File: src/adsr_pkg.sv
package adsr_pkg;

    localparam int PHASE_BITS_DEF       = 32;
    localparam int SINE_TABLE_DEPTH_DEF = 256;

    localparam int SR_W = 18;

    localparam logic [15:0] FULL_SCALE = 16'hFFFF;
    localparam logic [31:0] PI_Q30     = 32'd3373259426;

    localparam logic [17:0] SAMPLE_RATE_RESET = 18'd48000;
    localparam logic [15:0] ATTACK_RESET      = 16'd480;
    localparam logic [15:0] DECAY_RESET       = 16'd4800;
    localparam logic [15:0] SUSTAIN_RESET     = 16'd45875;
    localparam logic [15:0] RELEASE_RESET     = 16'd9600;

    typedef enum logic [1:0] {
        MODE_TICK     = 2'd0,
        MODE_NOTE_ON  = 2'd1,
        MODE_NOTE_OFF = 2'd2
    } mode_t;

    typedef enum logic [2:0] {
        ENV_OFF     = 3'd0,
        ENV_ATTACK  = 3'd1,
        ENV_DECAY   = 3'd2,
        ENV_SUSTAIN = 3'd3,
        ENV_RELEASE = 3'd4
    } env_stage_t;

    typedef enum logic [2:0] {
        REG_SAMPLE_RATE = 3'd0,
        REG_ATTACK      = 3'd1,
        REG_DECAY       = 3'd2,
        REG_SUSTAIN     = 3'd3,
        REG_RELEASE     = 3'd4
    } cfg_reg_t;

    // notes 0..11 in q20 hertz
    localparam logic [23:0] NOTE_FREQ_Q20 [12] = '{
        24'd8572947,  24'd9082720,  24'd9622807,  24'd10195009,
        24'd10801236, 24'd11443511, 24'd12123977, 24'd12844906,
        24'd13608704, 24'd14417920, 24'd15275254, 24'd16183568
    };

    function automatic logic [3:0] note_octave(input logic [6:0] n);
        logic [3:0] o;
        o = '0;
        for (int i = 1; i <= 10; i++) begin
            if (n >= 7'(12 * i)) begin
                o = 4'(i);
            end
        end
        return o;
    endfunction

endpackage

File: src/adsr_div.sv
module adsr_div #(
    parameter  int DIV_W = adsr_pkg::PHASE_BITS_DEF + 15,
    parameter  int Q_W   = 32,
    localparam int CNT_W = $clog2(DIV_W + 1)
) (
    input  logic                     aclk,
    input  logic                     aresetn,
    input  logic                     start,
    input  logic [CNT_W-1:0]         iters,
    input  logic [DIV_W-1:0]         dividend,
    input  logic [adsr_pkg::SR_W-1:0] divisor,
    output logic                     idle,
    output logic [Q_W-1:0]           quotient
);

    localparam int SR_W = adsr_pkg::SR_W;

    logic [SR_W:0]    rem_reg, rem_next;
    logic [DIV_W-1:0] num_reg, num_next;
    logic [Q_W-1:0]   quo_reg, quo_next;
    logic [SR_W-1:0]  dvs_reg;
    logic [CNT_W-1:0] cnt_reg, cnt_next;
    logic [SR_W:0]    trial;
    logic             fits;

    // one quotient bit per cycle, msb first
    assign trial = {rem_reg[SR_W-1:0], num_reg[DIV_W-1]};
    assign fits  = trial >= {1'b0, dvs_reg};

    always_comb begin
        rem_next = rem_reg;
        num_next = num_reg;
        quo_next = quo_reg;
        cnt_next = cnt_reg;
        if (start) begin
            rem_next = '0;
            num_next = dividend;
            quo_next = '0;
            cnt_next = iters;
        end else if (cnt_reg != '0) begin
            rem_next = fits ? (trial - {1'b0, dvs_reg}) : trial;
            num_next = {num_reg[DIV_W-2:0], 1'b0};
            quo_next = {quo_reg[Q_W-2:0], fits};
            cnt_next = cnt_reg - 1'b1;
        end
    end

    always_ff @(posedge aclk) begin
        if (!aresetn) begin
            cnt_reg <= '0;
        end else begin
            cnt_reg <= cnt_next;
        end
    end

    always_ff @(posedge aclk) begin
        rem_reg <= rem_next;
        num_reg <= num_next;
        quo_reg <= quo_next;
        if (start) begin
            dvs_reg <= divisor;
        end
    end

    assign idle     = (cnt_reg == '0);
    assign quotient = quo_reg;

    ap_rem_below_divisor: assert property (@(posedge aclk) disable iff (!aresetn)
        (cnt_reg != '0 && !$past(start)) |-> (rem_reg < {1'b0, dvs_reg}))
        else $error("partial remainder not below divisor");

endmodule

File: src/adsr_sine_oscillator.sv
// channel  | dir | handshake               | beat content
// s_       | in  | s_tvalid / s_tready     | tuser: mode; tdata: note_number
// m_       | out | m_tvalid / m_tready     | tdata: sample, envelope
// cfg_     | in  | cfg_valid / cfg_ready   | cfg_index, cfg_wdata
//
// a tick beat in attack and decay, and in release before its last tick, runs the states
// mul, div (the bit-serial divider), env, scale, bias and emit; in sustain and off it skips div
// a note-on beat runs div and step, one divider step per phase step dividend bit
// a note-off beat and a mode three beat leave the state machine in idle
// reset is synchronous, active low; no clearing pass, the sine table is constant logic
// a stalled result waits in the output register; the next beat is taken as soon as the
// current one has moved its result there
module adsr_sine_oscillator #(
    parameter int PHASE_BITS       = adsr_pkg::PHASE_BITS_DEF,
    parameter int SINE_TABLE_DEPTH = adsr_pkg::SINE_TABLE_DEPTH_DEF
) (
    input  logic        aclk,
    input  logic        aresetn,

    input  logic        s_tvalid,
    output logic        s_tready,
    input  logic [7:0]  s_tdata,    // [6:0] note_number
    input  logic [1:0]  s_tuser,    // [1:0] mode

    output logic        m_tvalid,
    input  logic        m_tready,
    output logic [31:0] m_tdata,    // [15:0] sample, [31:16] envelope

    input  logic        cfg_valid,
    output logic        cfg_ready,
    input  logic [2:0]  cfg_index,
    input  logic [17:0] cfg_wdata
);

    localparam int DIV_W     = PHASE_BITS + 15;
    localparam int Q_W       = (PHASE_BITS > 32) ? PHASE_BITS : 32;
    localparam int CNT_W     = $clog2(DIV_W + 1);
    localparam int FRAC_W    = PHASE_BITS - 2;
    localparam int IDX_W     = $clog2(SINE_TABLE_DEPTH);
    localparam int DEPTH_W   = $clog2(SINE_TABLE_DEPTH + 1);
    localparam int FPROD_W   = FRAC_W + DEPTH_W;
    localparam int ENV_ITERS = 32;
    localparam int SR_W      = adsr_pkg::SR_W;

    typedef enum logic [7:0] {
        ST_IDLE  = 8'b0000_0001,
        ST_MUL   = 8'b0000_0010,
        ST_DIV   = 8'b0000_0100,
        ST_STEP  = 8'b0000_1000,
        ST_ENV   = 8'b0001_0000,
        ST_SCALE = 8'b0010_0000,
        ST_BIAS  = 8'b0100_0000,
        ST_EMIT  = 8'b1000_0000
    } state_t;

    function automatic logic [14:0] rom_entry(input int unsigned i);
        logic [63:0] x;
        logic [63:0] x2;
        logic [63:0] t;
        logic [63:0] s;
        logic [63:0] v;
        x  = (64'(adsr_pkg::PI_Q30) * (64'(i) * 64'd2 + 64'd1)
              + 64'(2 * SINE_TABLE_DEPTH)) / 64'(4 * SINE_TABLE_DEPTH);
        x2 = (x * x) >> 30;
        t  = x;
        s  = x;
        for (int n = 1; n <= 8; n++) begin
            t = ((t * x2) >> 30) / 64'((2 * n) * (2 * n + 1));
            if ((n % 2) == 1) begin
                s = s - t;
            end else begin
                s = s + t;
            end
        end
        v = (s * 64'd32767 + (64'd1 << 29)) >> 30;
        return (v > 64'd32767) ? 15'h7FFF : v[14:0];
    endfunction

    // configuration registers
    logic [17:0] sr_reg;
    logic [15:0] attack_reg, decay_reg, sustain_reg, release_reg;

    // control state
    state_t                 state_reg, state_next;
    adsr_pkg::env_stage_t   stage_reg, stage_next;
    logic [15:0]            count_reg, count_next;
    logic [PHASE_BITS-1:0]  phase_reg, phase_next;
    logic [PHASE_BITS-1:0]  step_reg, step_next;
    logic                   m_tvalid_reg, m_tvalid_next;

    // per-beat payload
    logic                   note_reg;
    logic                   need_div_reg;
    adsr_pkg::env_stage_t   kind_reg;
    logic [15:0]            mul_a_reg, mul_b_reg;
    logic [15:0]            div_len_reg;
    logic [15:0]            span_reg;
    logic [15:0]            env_reg;
    logic [FPROD_W-1:0]     fprod_reg;
    logic [1:0]             quad_reg;
    logic [14:0]            sin_reg;
    logic [30:0]            scale_reg;
    logic [31:0]            bias_reg;
    logic [31:0]            m_tdata_reg;

    logic                   in_accept, is_tick, is_note_on;
    logic                   out_free, out_load;
    logic [15:0]            a_eff, d_eff, r_eff, span;
    logic [16:0]            nc;
    logic                   tick_div;
    logic [15:0]            tick_env, op_a, op_b, tick_len;
    logic [17:0]            sr_eff;
    logic [3:0]             octave;
    logic [6:0]             key;
    logic [DIV_W-1:0]       note_num, note_dividend;
    logic [31:0]            env_prod;
    logic                   div_start, div_idle;
    logic [CNT_W-1:0]       div_iters;
    logic [DIV_W-1:0]       div_dividend;
    logic [SR_W-1:0]        div_divisor;
    logic [Q_W-1:0]         div_quo;
    logic [15:0]            env_q, drop;
    logic [IDX_W-1:0]       idx_raw, rom_idx;
    logic [32:0]            recip_sum;
    logic [15:0]            mag;
    logic [15:0]            sample_val;
    logic [15:0]            out_abs;
    logic [14:0]            sine_rom [SINE_TABLE_DEPTH];

    for (genvar gi = 0; gi < SINE_TABLE_DEPTH; gi++) begin : g_rom
        localparam logic [14:0] ROM_VAL = rom_entry(gi);
        assign sine_rom[gi] = ROM_VAL;
    end

    assign in_accept   = s_tvalid && s_tready;
    assign is_tick     = (s_tuser == adsr_pkg::MODE_TICK);
    assign is_note_on  = (s_tuser == adsr_pkg::MODE_NOTE_ON);
    assign s_tready    = (state_reg == ST_IDLE);
    assign cfg_ready   = 1'b1;
    assign out_free    = !m_tvalid_reg || m_tready;

    always_ff @(posedge aclk) begin
        if (!aresetn) begin
            sr_reg      <= adsr_pkg::SAMPLE_RATE_RESET;
            attack_reg  <= adsr_pkg::ATTACK_RESET;
            decay_reg   <= adsr_pkg::DECAY_RESET;
            sustain_reg <= adsr_pkg::SUSTAIN_RESET;
            release_reg <= adsr_pkg::RELEASE_RESET;
        end else if (cfg_valid && cfg_ready) begin
            case (cfg_index)
                adsr_pkg::REG_SAMPLE_RATE: sr_reg      <= cfg_wdata;
                adsr_pkg::REG_ATTACK:      attack_reg  <= cfg_wdata[15:0];
                adsr_pkg::REG_DECAY:       decay_reg   <= cfg_wdata[15:0];
                adsr_pkg::REG_SUSTAIN:     sustain_reg <= cfg_wdata[15:0];
                adsr_pkg::REG_RELEASE:     release_reg <= cfg_wdata[15:0];
                default: ;
            endcase
        end
    end

    // envelope step taken when a beat is accepted
    assign a_eff = (attack_reg == '0) ? 16'd1 : attack_reg;
    assign d_eff = (decay_reg == '0) ? 16'd1 : decay_reg;
    assign r_eff = (release_reg == '0) ? 16'd1 : release_reg;
    assign span  = adsr_pkg::FULL_SCALE - sustain_reg;
    assign nc    = {1'b0, count_reg} + 17'd1;

    always_comb begin
        stage_next = stage_reg;
        count_next = count_reg;
        tick_div   = 1'b0;
        tick_env   = '0;
        op_a       = count_reg;
        op_b       = adsr_pkg::FULL_SCALE;
        tick_len   = a_eff;
        if (in_accept) begin
            case (s_tuser)
                adsr_pkg::MODE_TICK: begin
                    case (stage_reg)
                        adsr_pkg::ENV_ATTACK: begin
                            tick_div = 1'b1;
                            if (nc >= {1'b0, a_eff}) begin
                                stage_next = adsr_pkg::ENV_DECAY;
                                count_next = '0;
                            end else begin
                                count_next = nc[15:0];
                            end
                        end
                        adsr_pkg::ENV_DECAY: begin
                            tick_div = 1'b1;
                            op_a     = span;
                            op_b     = count_reg;
                            tick_len = d_eff;
                            if (nc >= {1'b0, d_eff}) begin
                                stage_next = adsr_pkg::ENV_SUSTAIN;
                                count_next = '0;
                            end else begin
                                count_next = nc[15:0];
                            end
                        end
                        adsr_pkg::ENV_SUSTAIN: begin
                            tick_env = sustain_reg;
                        end
                        adsr_pkg::ENV_RELEASE: begin
                            if (nc >= {1'b0, r_eff}) begin
                                stage_next = adsr_pkg::ENV_OFF;
                                count_next = nc[16] ? 16'hFFFF : nc[15:0];
                            end else begin
                                tick_div   = 1'b1;
                                op_a       = sustain_reg;
                                op_b       = r_eff - count_reg;
                                tick_len   = r_eff;
                                count_next = nc[15:0];
                            end
                        end
                        default: ;
                    endcase
                end
                adsr_pkg::MODE_NOTE_ON: begin
                    stage_next = adsr_pkg::ENV_ATTACK;
                    count_next = '0;
                end
                adsr_pkg::MODE_NOTE_OFF: begin
                    stage_next = adsr_pkg::ENV_RELEASE;
                    count_next = '0;
                end
                default: ;
            endcase
        end
    end

    // phase step dividend for a note on
    assign sr_eff        = (sr_reg == '0) ? 18'd1 : sr_reg;
    assign octave        = adsr_pkg::note_octave(s_tdata[6:0]);
    assign key           = s_tdata[6:0] - 7'(octave) * 7'd12;
    assign note_num      = (DIV_W'(adsr_pkg::NOTE_FREQ_Q20[key[3:0]]) << octave)
                           << (PHASE_BITS - 20);
    assign note_dividend = note_num + DIV_W'(sr_eff >> 1);

    assign env_prod = 32'(mul_a_reg) * 32'(mul_b_reg);

    assign div_start    = (in_accept && is_note_on) || (state_reg == ST_MUL && need_div_reg);
    assign div_dividend = (state_reg == ST_IDLE) ? note_dividend
                                                 : {env_prod, {(DIV_W - 32){1'b0}}};
    assign div_divisor  = (state_reg == ST_IDLE) ? sr_eff : {2'b00, div_len_reg};
    assign div_iters    = (state_reg == ST_IDLE) ? CNT_W'(DIV_W) : CNT_W'(ENV_ITERS);

    adsr_div #(
        .DIV_W (DIV_W),
        .Q_W   (Q_W)
    ) u_div (
        .aclk     (aclk),
        .aresetn  (aresetn),
        .start    (div_start),
        .iters    (div_iters),
        .dividend (div_dividend),
        .divisor  (div_divisor),
        .idle     (div_idle),
        .quotient (div_quo)
    );

    // envelope from the quotient, ramps clamped at their ends
    always_comb begin
        drop  = '0;
        env_q = div_quo[15:0];
        case (kind_reg)
            adsr_pkg::ENV_ATTACK: begin
                env_q = (div_quo[31:0] > 32'(adsr_pkg::FULL_SCALE)) ? adsr_pkg::FULL_SCALE
                                                                   : div_quo[15:0];
            end
            adsr_pkg::ENV_DECAY: begin
                drop  = (div_quo[31:0] > 32'(span_reg)) ? span_reg : div_quo[15:0];
                env_q = adsr_pkg::FULL_SCALE - drop;
            end
            default: ;
        endcase
    end

    // quarter-wave lookup
    assign idx_raw = IDX_W'(fprod_reg >> FRAC_W);
    assign rom_idx = quad_reg[0] ? (IDX_W'(SINE_TABLE_DEPTH - 1) - idx_raw) : idx_raw;

    // divide by 65535 as (x + (x >> 16) + 1) >> 16
    assign recip_sum  = 33'(bias_reg) + 33'(bias_reg >> 16) + 33'd1;
    assign mag        = recip_sum[31:16];
    assign sample_val = quad_reg[1] ? (16'd0 - mag) : mag;

    always_comb begin
        state_next = state_reg;
        out_load   = 1'b0;
        case (state_reg)
            ST_IDLE: begin
                if (in_accept && is_tick) begin
                    state_next = ST_MUL;
                end else if (in_accept && is_note_on) begin
                    state_next = ST_DIV;
                end
            end
            ST_MUL: begin
                state_next = need_div_reg ? ST_DIV : ST_ENV;
            end
            ST_DIV: begin
                if (div_idle) begin
                    state_next = note_reg ? ST_STEP : ST_ENV;
                end
            end
            ST_STEP: begin
                state_next = ST_IDLE;
            end
            ST_ENV: begin
                state_next = ST_SCALE;
            end
            ST_SCALE: begin
                state_next = ST_BIAS;
            end
            ST_BIAS: begin
                state_next = ST_EMIT;
            end
            ST_EMIT: begin
                if (out_free) begin
                    out_load   = 1'b1;
                    state_next = ST_IDLE;
                end
            end
            default: begin
                state_next = ST_IDLE;
            end
        endcase
    end

    assign phase_next    = (in_accept && is_tick) ? (phase_reg + step_reg) : phase_reg;
    assign step_next     = (state_reg == ST_STEP) ? div_quo[PHASE_BITS-1:0] : step_reg;
    assign m_tvalid_next = out_load ? 1'b1 : (m_tready ? 1'b0 : m_tvalid_reg);

    always_ff @(posedge aclk) begin
        if (!aresetn) begin
            state_reg    <= ST_IDLE;
            stage_reg    <= adsr_pkg::ENV_OFF;
            count_reg    <= '0;
            phase_reg    <= '0;
            step_reg     <= '0;
            m_tvalid_reg <= 1'b0;
        end else begin
            state_reg    <= state_next;
            stage_reg    <= stage_next;
            count_reg    <= count_next;
            phase_reg    <= phase_next;
            step_reg     <= step_next;
            m_tvalid_reg <= m_tvalid_next;
        end
    end

    always_ff @(posedge aclk) begin
        if (in_accept) begin
            note_reg <= is_note_on;
        end
        if (in_accept && is_tick) begin
            need_div_reg <= tick_div;
            kind_reg     <= stage_reg;
            mul_a_reg    <= op_a;
            mul_b_reg    <= op_b;
            div_len_reg  <= tick_len;
            span_reg     <= span;
            env_reg      <= tick_env;
            fprod_reg    <= FPROD_W'(phase_reg[FRAC_W-1:0]) * FPROD_W'(SINE_TABLE_DEPTH);
            quad_reg     <= phase_reg[PHASE_BITS-1:PHASE_BITS-2];
        end
        if (state_reg == ST_ENV && need_div_reg) begin
            env_reg <= env_q;
        end
        sin_reg <= sine_rom[rom_idx];
        if (state_reg == ST_SCALE) begin
            scale_reg <= 31'(sin_reg) * 31'(env_reg);
        end
        if (state_reg == ST_BIAS) begin
            bias_reg <= 32'(scale_reg) + 32'd32767;
        end
        if (out_load) begin
            m_tdata_reg <= {env_reg, sample_val};
        end
    end

    assign m_tvalid = m_tvalid_reg;
    assign m_tdata  = m_tdata_reg;

    assign out_abs = m_tdata_reg[15] ? (16'd0 - m_tdata_reg[15:0]) : m_tdata_reg[15:0];

    ap_idle_divider: assert property (@(posedge aclk) disable iff (!aresetn)
        (state_reg == ST_IDLE) |-> div_idle)
        else $error("divider busy while taking beats");

    ap_note_on_attack: assert property (@(posedge aclk) disable iff (!aresetn)
        (in_accept && is_note_on) |=> (state_reg == ST_DIV && stage_reg == adsr_pkg::ENV_ATTACK))
        else $error("note on did not start attack and step division");

    ap_sample_bound: assert property (@(posedge aclk) disable iff (!aresetn)
        m_tvalid_reg |-> (out_abs <= ((m_tdata_reg[31:16] >> 1) + 16'd1)))
        else $error("sample magnitude exceeds envelope");

    ap_emit_waits: assert property (@(posedge aclk) disable iff (!aresetn)
        (state_reg == ST_EMIT && m_tvalid_reg && !m_tready) |=> (state_reg == ST_EMIT))
        else $error("result overwrote a waiting beat");

endmodule

File: config.mk
export PLATFORM = sky130hd
export DESIGN_NAME = adsr_sine_oscillator
export DESIGN_NICKNAME = d
export VERILOG_FILES = /design/src/adsr_pkg.sv /design/src/adsr_div.sv /design/src/adsr_sine_oscillator.sv
export SDC_FILE = /design/constraint.sdc
export NUM_CORES = 2
export LEC_CHECK = 0
export BUFFER_PORTS_ARGS = -buffer_cell sky130_fd_sc_hd__buf_2
export CORE_MARGIN = 8
export CORE_UTILIZATION = 35
export CTS_CLUSTER_SIZE = 16
export DETAILED_ROUTE_END_ITERATION = 12
export SLEW_MARGIN = 25
export SYNTH_ARGS = -nofsm -noshare
export SYNTH_HDL_FRONTEND = slang
export SYNTH_HIERARCHICAL = 1
export SYNTH_SLANG_ARGS = --single-unit
File: constraint.sdc
create_clock -name aclk -period 16.96 [get_ports aclk]
set_input_delay 0 -clock aclk [delete_from_list [all_inputs] [get_ports aclk]]
set_output_delay 0 -clock aclk [all_outputs]
set_load 0.005 [all_outputs]
Yosys cells after proc, flatten, opt, wreduce, memory -nomap -nowiden --
Memories as Yosys holds them, arrays and structs flattened. A register that Yosys moved wholly into a read port is not among the register bits. Cells that the tools add are included. Widths: inputs -> output; s select.
Storage, ports and cells: word-level logic and storage cells 196, output and inout port bits 35, input bits 36, memory bits (read-only) 4224, memories kept 2, flip-flop bits (word level) 507
Memories:
- (name not given) | words 256, width 15, rd ports 1, clocked after Yosys merged registers in 1, write ports 0, RTL line adsr_sine_oscillator.sv:371 | sin_reg <= sine_rom[rom_idx];
- (name not given) | words 16, width 24, rd ports 1, clocked after Yosys merged registers in 0, write ports 0, RTL line adsr_sine_oscillator.sv:236 | assign note_num = (DIV_W'(adsr_pkg::NOTE_FREQ_Q20[key[3:0]]) << octave)
Operators by class: multiplexer cells 68, reduce and logical (&&, ||, !) cells 32, bitwise gates (word level) 2, $mul 3, shifts and indexed selects 1, eq/ne operators 27, add/sub/neg operators 14, $lt $le $gt $ge 17
Operators with widths (count):
- $mux 16 | 23
- $pmux 16 s2 | 5
- $mux 47 | 3
- $pmux 8 s7 | 1
- $ge 17x16->1 | 3
- $logic_not 16->1 | 3
- $mux 24 | 2
- $pmux 16 s3 | 1
- $add 47x17->47 | 1
- $mux 4 | 10
- $mux 8 | 5
- $mux 18 | 2
- $ge 7x7->1 const B | 5
- $shl 24x4->35 | 1
- $add 31x15->32 const B | 1
- $add 32x1->32 const B | 1
- $add 32x16->32 | 1
- $add 32x32->32 | 1
- $gt 32x16->1 | 1
- $gt 32x16->1 const B | 1
- $mul 16x16->32 | 1
- $sub 16x16->16 const A | 2
- $mul 15x16->31 | 1
- $ge 7x6->1 const B | 3
- other kinds (51) | 86

Longest topological paths before layout --
word-level depth 21, gate-level depth with buffers 27

Cells and area by module --
Netlist, hierarchy kept.
By module, submodules not included:
- adsr_sine_oscillator | cells each 5217, instances 1, seq. area each 9489.1 µm², area an instance 42967.5 µm²
- adsr_div | cells each 567, instances 1, seq. area each 3072.9 µm², area an instance 6013.3 µm²

Least setup slack after synthesis --
OpenSTA, ideal clock, no wires.
path kind register to register, start point register mul_b_reg[9], end point register u_div.num_reg[45] (data pin), path buffers 2, library setup time 0.260 ns, setup slack 10.462 ns, arrival 6.238 ns, stages on the path, launching flop included 27, period minus slack after synthesis 6.498 ns, cells stage by stage edfxtp_1 clkbuf_1 nand2_1 fa_1 inv_1 fa_1 inv_1 fa_1 inv_1 fa_1 inv_1 fa_1 inv_1 fa_1 ha_1 clkbuf_1 nand3_1 o211ai_1 nor2_1 o21ai_0 a21oi_1 or3_1 a31oi_1 a31oi_1 xor2_1 o21ai_0 mux2_2
On the way: cells in the longest elaborated chain, start to end 3
Ends and longest elaborated chain:
- start: declaration | RTL line adsr_sine_oscillator.sv:95 | logic [15:0] mul_a_reg, mul_b_reg;
- start signal: assignment | RTL line adsr_sine_oscillator.sv:361 | mul_b_reg <= op_b;
- $mul 16x16->32 | RTL line adsr_sine_oscillator.sv:240 | assign env_prod = 32'(mul_a_reg) * 32'(mul_b_reg);
- $mux 47 | RTL line adsr_sine_oscillator.sv:243 | assign div_dividend = (state_reg == ST_IDLE) ? note_dividend
- named net div_dividend[45] | RTL line adsr_sine_oscillator.sv:119 | logic [DIV_W-1:0] div_dividend;
- $mux 47 | RTL line adsr_div.sv:35 | if (start) begin
- named net u_div.num_next[45] | RTL line adsr_div.sv:19 | logic [DIV_W-1:0] num_reg, num_next;
- end signal: assignment | RTL line adsr_div.sv:58 | num_reg <= num_next;
- end: declaration | RTL line adsr_div.sv:19
The timed path passes the listed nets, and every way through them passes these cells. A chain may end at the register's enable or synchronous reset.

Final worst setup path --
start point register mul_a_reg[4], end point register u_div.num_reg[46] (data pin)
On the way: cells in the longest elaborated chain, start to end 3
Ends and longest elaborated chain:
- start: declaration | RTL line adsr_sine_oscillator.sv:95
- start signal: assignment | RTL line adsr_sine_oscillator.sv:360 | mul_a_reg <= op_a;
- $mul 16x16->32 | RTL line adsr_sine_oscillator.sv:240
- $mux 47 | RTL line adsr_sine_oscillator.sv:243
- named net div_dividend[46] | RTL line adsr_sine_oscillator.sv:119
- $mux 47 | RTL line adsr_div.sv:35
- named net u_div.num_next[46] | RTL line adsr_div.sv:19
The timed path passes the listed nets, and every way through them passes these cells.

==> impl_metrics.xml <==
<?xml version="1.0" encoding="UTF-8"?>
<metrics>
  <group name="critical_path">
    <metric name="critical_path.max_stage_delay" unit="ns">0.84</metric>
    <metric name="worst_path_max_delay_cell" unit="">edfxtp_1</metric>
    <metric name="critical_path_required" unit="ns">17.35</metric>
    <metric name="start_kind" unit="">flip-flop</metric>
    <metric name="worstPathMaxFanout" unit="">16</metric>
    <metric name="crit-reg2reg-launch" unit="">mul_a_reg[4]</metric>
    <metric name="endpoint_kind" unit="">flip-flop</metric>
    <metric name="timing.critical_path.cells" unit="">nand2_1 -&gt; fa_1 -&gt; inv_1 -&gt; fa_1 -&gt; fa_1 -&gt; fa_1 -&gt; inv_1 -&gt; fa_1 -&gt; fa_1 -&gt; inv_1 -&gt; ha_1 -&gt; and3_1 -&gt; nand2_1 -&gt; a211oi_1 -&gt; o21ai_0 -&gt; a31oi_1 -&gt; nand4_1 -&gt; a31oi_1 -&gt; a21oi_1 -&gt; xnor2_1 -&gt; a21oi_1 -&gt; mux2_2</metric>
    <metric name="timing.critical_path.arrival" unit="ns">7.54</metric>
    <metric name="critical-path-top-cell-by-count" unit="">fa_1</metric>
    <metric name="setup.worst_path.class" unit="">flip-flop to flip-flop</metric>
    <metric name="cp-startpoint" unit="">mul_a_reg[4]</metric>
  </group>
  <group name="yosys">
    <metric name="asyncSetResetFlopFracSynth" unit="%">0</metric>
    <metric name="seq_area_frac_synth" unit="%">25.6</metric>
    <metric name="ys_seq_elements" unit="">500</metric>
    <metric name="synth_flop_cell" unit="">edfxtp_1</metric>
    <metric name="synth_enable_flop_cells" unit="">255</metric>
    <metric name="synth_area_per_cell" unit="um^2">8.47</metric>
    <metric name="count_of_different_cell_masters_after_synthesis" unit="">101</metric>
    <metric name="syn-cell-area" unit="mm^2">0.0490</metric>
    <metric name="post_synth_inst_count" unit="">5784</metric>
    <metric name="yosysWarnings" unit="">6</metric>
  </group>
  <group name="cells_and_area">
    <metric name="fillerInstances" unit="">14200</metric>
    <metric name="syn2layout_area_growth" unit="%">8.42</metric>
    <metric name="finish.utilization" unit="%">38.2</metric>
    <metric name="count_of_placed_standard_cells_in_the_final_layout_fillers_left_out" unit="">7573</metric>
    <metric name="post_route_cells_drive_above_1_share" unit="%">6.25</metric>
    <metric name="layout.nets" unit="">6446</metric>
    <metric name="antenna-diode-count" unit="">0</metric>
    <metric name="number_of_flip_flops_under_the_largest_register_name" unit="">47</metric>
  </group>
  <group name="route">
    <metric name="wirelength" unit="um">144000</metric>
    <metric name="drt_iter0_markers" unit="">3553</metric>
    <metric name="drt.antenna.violating_nets" unit="">0</metric>
    <metric name="total_iterations_of_the_first_detailed_routing_run" unit="">8</metric>
    <metric name="route.vias.total" unit="">41700</metric>
    <metric name="routed_wire_length_per_instance" unit="um">19.0</metric>
    <metric name="post-route-drc-count" unit="">0</metric>
    <metric name="drt-vias-per-instance" unit="">5.51</metric>
  </group>
  <group name="placed_design">
    <metric name="dp_cells" unit="">7434</metric>
    <metric name="number_of_port_buffers" unit="">68</metric>
    <metric name="dp.final_hpwl" unit="um">105000</metric>
    <metric name="finalWeightedCongestion" unit="">0.941</metric>
  </group>
  <group name="min_path">
    <metric name="timing.hold.worst.class" unit="">input pin to flip-flop</metric>
    <metric name="hold_path.startpoint" unit="">s_tdata[3]</metric>
  </group>
  <group name="clocking">
    <metric name="cts_max_level" unit="">2</metric>
    <metric name="root_buffer_cell" unit="">clkbuf_16</metric>
    <metric name="holdBufCountCts" unit="">33</metric>
    <metric name="clk_latency" unit="ns">0.70</metric>
    <metric name="tritoncts" unit="">done</metric>
    <metric name="postCtsSetupBuffers" unit="">0</metric>
    <metric name="clock_net_sink_count" unit="">500</metric>
    <metric name="worst_setup_hold_path_clk_slew" unit="ns">0.06</metric>
    <metric name="tritoncts_buffers" unit="">56</metric>
    <metric name="post_cts.resized_instances" unit="">0</metric>
    <metric name="clock_path_buffers" unit="">3</metric>
  </group>
  <group name="floorplanning">
    <metric name="floorplan.die.width" unit="um">390</metric>
    <metric name="placementRows" unit="">137</metric>
    <metric name="floorplan.die_area" unit="mm^2">0.152</metric>
    <metric name="ios" unit="">71</metric>
    <metric name="start_util" unit="%">35.2</metric>
    <metric name="core" unit="mm^2">0.139</metric>
    <metric name="die_y" unit="um">390</metric>
  </group>
  <group name="global_route">
    <metric name="overflow" unit="">0</metric>
    <metric name="grt_max_degree" unit="">88</metric>
    <metric name="gr-usage-all-layers" unit="%">18.5</metric>
    <metric name="number_of_antenna_violations_at_the_first_check_in_global_routing" unit="">4</metric>
    <metric name="global_route_wire_length_before_repair" unit="um">231000</metric>
    <metric name="vias_in_the_first_global_route" unit="">41100</metric>
  </group>
  <group name="timing">
    <metric name="finalWorstPathRequiredPeriod" unit="ns">7.15</metric>
    <metric name="maximum_clock_skew_at_final_layout" unit="ns">0.0628</metric>
    <metric name="max_clock_freq" unit="GHz">0.140</metric>
    <metric name="final.setup.tns" unit="ns">0</metric>
    <metric name="setup_viol_count_final" unit="">0</metric>
    <metric name="max_slew.worst_pin.slew" unit="ns">1.02</metric>
    <metric name="final_hold_viol_count" unit="">0</metric>
    <metric name="rsz_0062_raised_after_global_routing" unit="">no</metric>
    <metric name="timing.final.crit_share" unit="%">42.1</metric>
    <metric name="worst_hold_slack" unit="ns">0.0459</metric>
    <metric name="slew-limit-headroom" unit="%">31.8</metric>
    <metric name="report.final.slew_viol_count" unit="">0</metric>
  </group>
  <group name="run">
    <metric name="cap_violations" unit="">0</metric>
  </group>
  <group name="run_status">
    <metric name="outcome" unit="">finished clean</metric>
  </group>
  <group name="power_and_ir_drop">
    <metric name="report.power.total" unit="mW">7.18</metric>
    <metric name="p_leak" unit="nW">22.2</metric>
    <metric name="power.density" unit="mW/mm^2">135</metric>
    <metric name="ir_worst_vdd" unit="uV">226</metric>
  </group>
</metrics>
[worst paths after layout]
kind | end | slack [ns] | cells after the start
setup / recovery | u_div/num_reg[46] | 9.81 | 22
hold / removal | u_div/num_reg[45] | 0.05 | 4
setup reg to reg | u_div/num_reg[46] | 9.81 | 22
hold reg to reg | step_reg[28] | 0.45 | 2
[layer usage]
layer	vias up	track usage [%]	part of all wire, %
li1	19600	-	-
met1	20300	25.8	45
met2	1492	29.2	44
met3	298	2.82	7.1
met4	4	6.65	3.9
met5	-	0	0.017
[critical path, delay by kind of cell, from the launching register on]
family          cells  cell delay [ns]
buf+inv             3             0.16
mux                 1             0.27
simple gates        4             0.66
flops               1             0.84
fa+ha+maj           7             3.55
compound gates      6             1.05
xor+xnor            1             0.29
[area by class of cell]
cell class	count	area [um^2]	share of cell area, %
Sequential cell	500	12600	23.7
Multi-Input combinational cell	4371	33100	62.3
Tap cell	1876	2350	4.42
Timing Repair Buffer	162	1140	2.15
Clock inverter	38	384	0.723
Inverter	558	2100	3.95
Clock buffer	68	1490	2.80
[cell usage after synthesis, types with 14 or more instances]
master / instances / area, um^2
a311oi_1: 23 / 201
a211o_1: 25 / 219
and2_1: 246 / 1540
o22ai_1: 28 / 175
inv_1: 552 / 2070
a211oi_1: 48 / 360
nand3b_1: 16 / 120
or3_1: 17 / 106
nand3_1: 105 / 526
nand2b_1: 38 / 238
a21o_1: 78 / 586
mux2i_1: 28 / 280
a21oi_1: 493 / 2470
nor3_1: 94 / 470
o32ai_1: 26 / 228
dfxtp_1: 245 / 4900
clkbuf_1: 298 / 1120
a22oi_1: 26 / 195
o311ai_0: 19 / 166
o31ai_1: 17 / 128
nand4_1: 35 / 219
buf_2: 21 / 105
o21a_1: 34 / 255
fa_1: 378 / 7570
nor2b_1: 43 / 269
buf_1: 26 / 97.6
o211ai_1: 82 / 616
xnor2_1: 128 / 1120
mux2_2: 55 / 619
a31oi_1: 47 / 294
nand2_1: 936 / 3510
nor2_1: 279 / 1050
ha_1: 383 / 4790
nor3b_1: 14 / 105
a221oi_1: 20 / 175
edfxtp_1: 255 / 7660
o21ai_0: 274 / 1370
o311a_1: 14 / 140
o221ai_1: 14 / 123
xor2_1: 70 / 613
nor4_1: 34 / 213
and3_1: 33 / 206
[power by group]
part           internal [mW]  switching (mW)  total, mW
sequential              1.55           0.142       1.70
clock                  0.705           0.549       1.25
combinational           1.79            2.44       4.23
[cells in the final DEF, fill, tap and decap left out, types with 25 or more instances in the layout]
cell,n
mux2i_1,28
clkbuf_16,57
nand4_1,35
a21oi_1,493
nand3_1,105
nand2b_1,37
a21o_1,78
buf_4,60
dfxtp_1,245
edfxtp_1,255
nor4_1,34
o32ai_1,26
nor2_1,277
and2_1,246
o21a_1,34
a31oi_1,46
and3_1,33
a211o_1,25
xnor2_1,123
o21ai_0,274
o22ai_1,28
xor2_1,66
mux2_2,55
a22oi_1,26
nor3_1,92
inv_1,549
o211ai_1,82
dlygate4sd3_1,33
buf_2,68
nor2b_1,42
nand2_1,934
fa_1,378
ha_1,383
a211oi_1,47
[metrics by stage]
stage,area (um^2),worst slack [ns]
after global routing,53100,9.42
after global placement,50900,9.90
after CTS,53100,9.84
after detailed placement,50900,9.91
after floorplan,49000,10.46
final,53100,9.81
[logic make-up (layout without fill, tap and decap cells)]
family / count (synthesis) / count (layout) / share of synthesized area [%]
AOI/OAI and AO/OA: 1387 / 1387 / 18.1
xor gates and xnor gates: 199 / 199 / 3.59
adders and majority gates: 762 / 762 / 25.3
buffers and inverters: 914 / 826 / 7.18
DFF: 500 / 500 / 25.6
muxes: 86 / 86 / 1.94
other: 2 / 3 / 0.0153
and+or+nand+nor: 1934 / 1934 / 18.2
No activity file was read; power rests on OpenSTA's default activity.
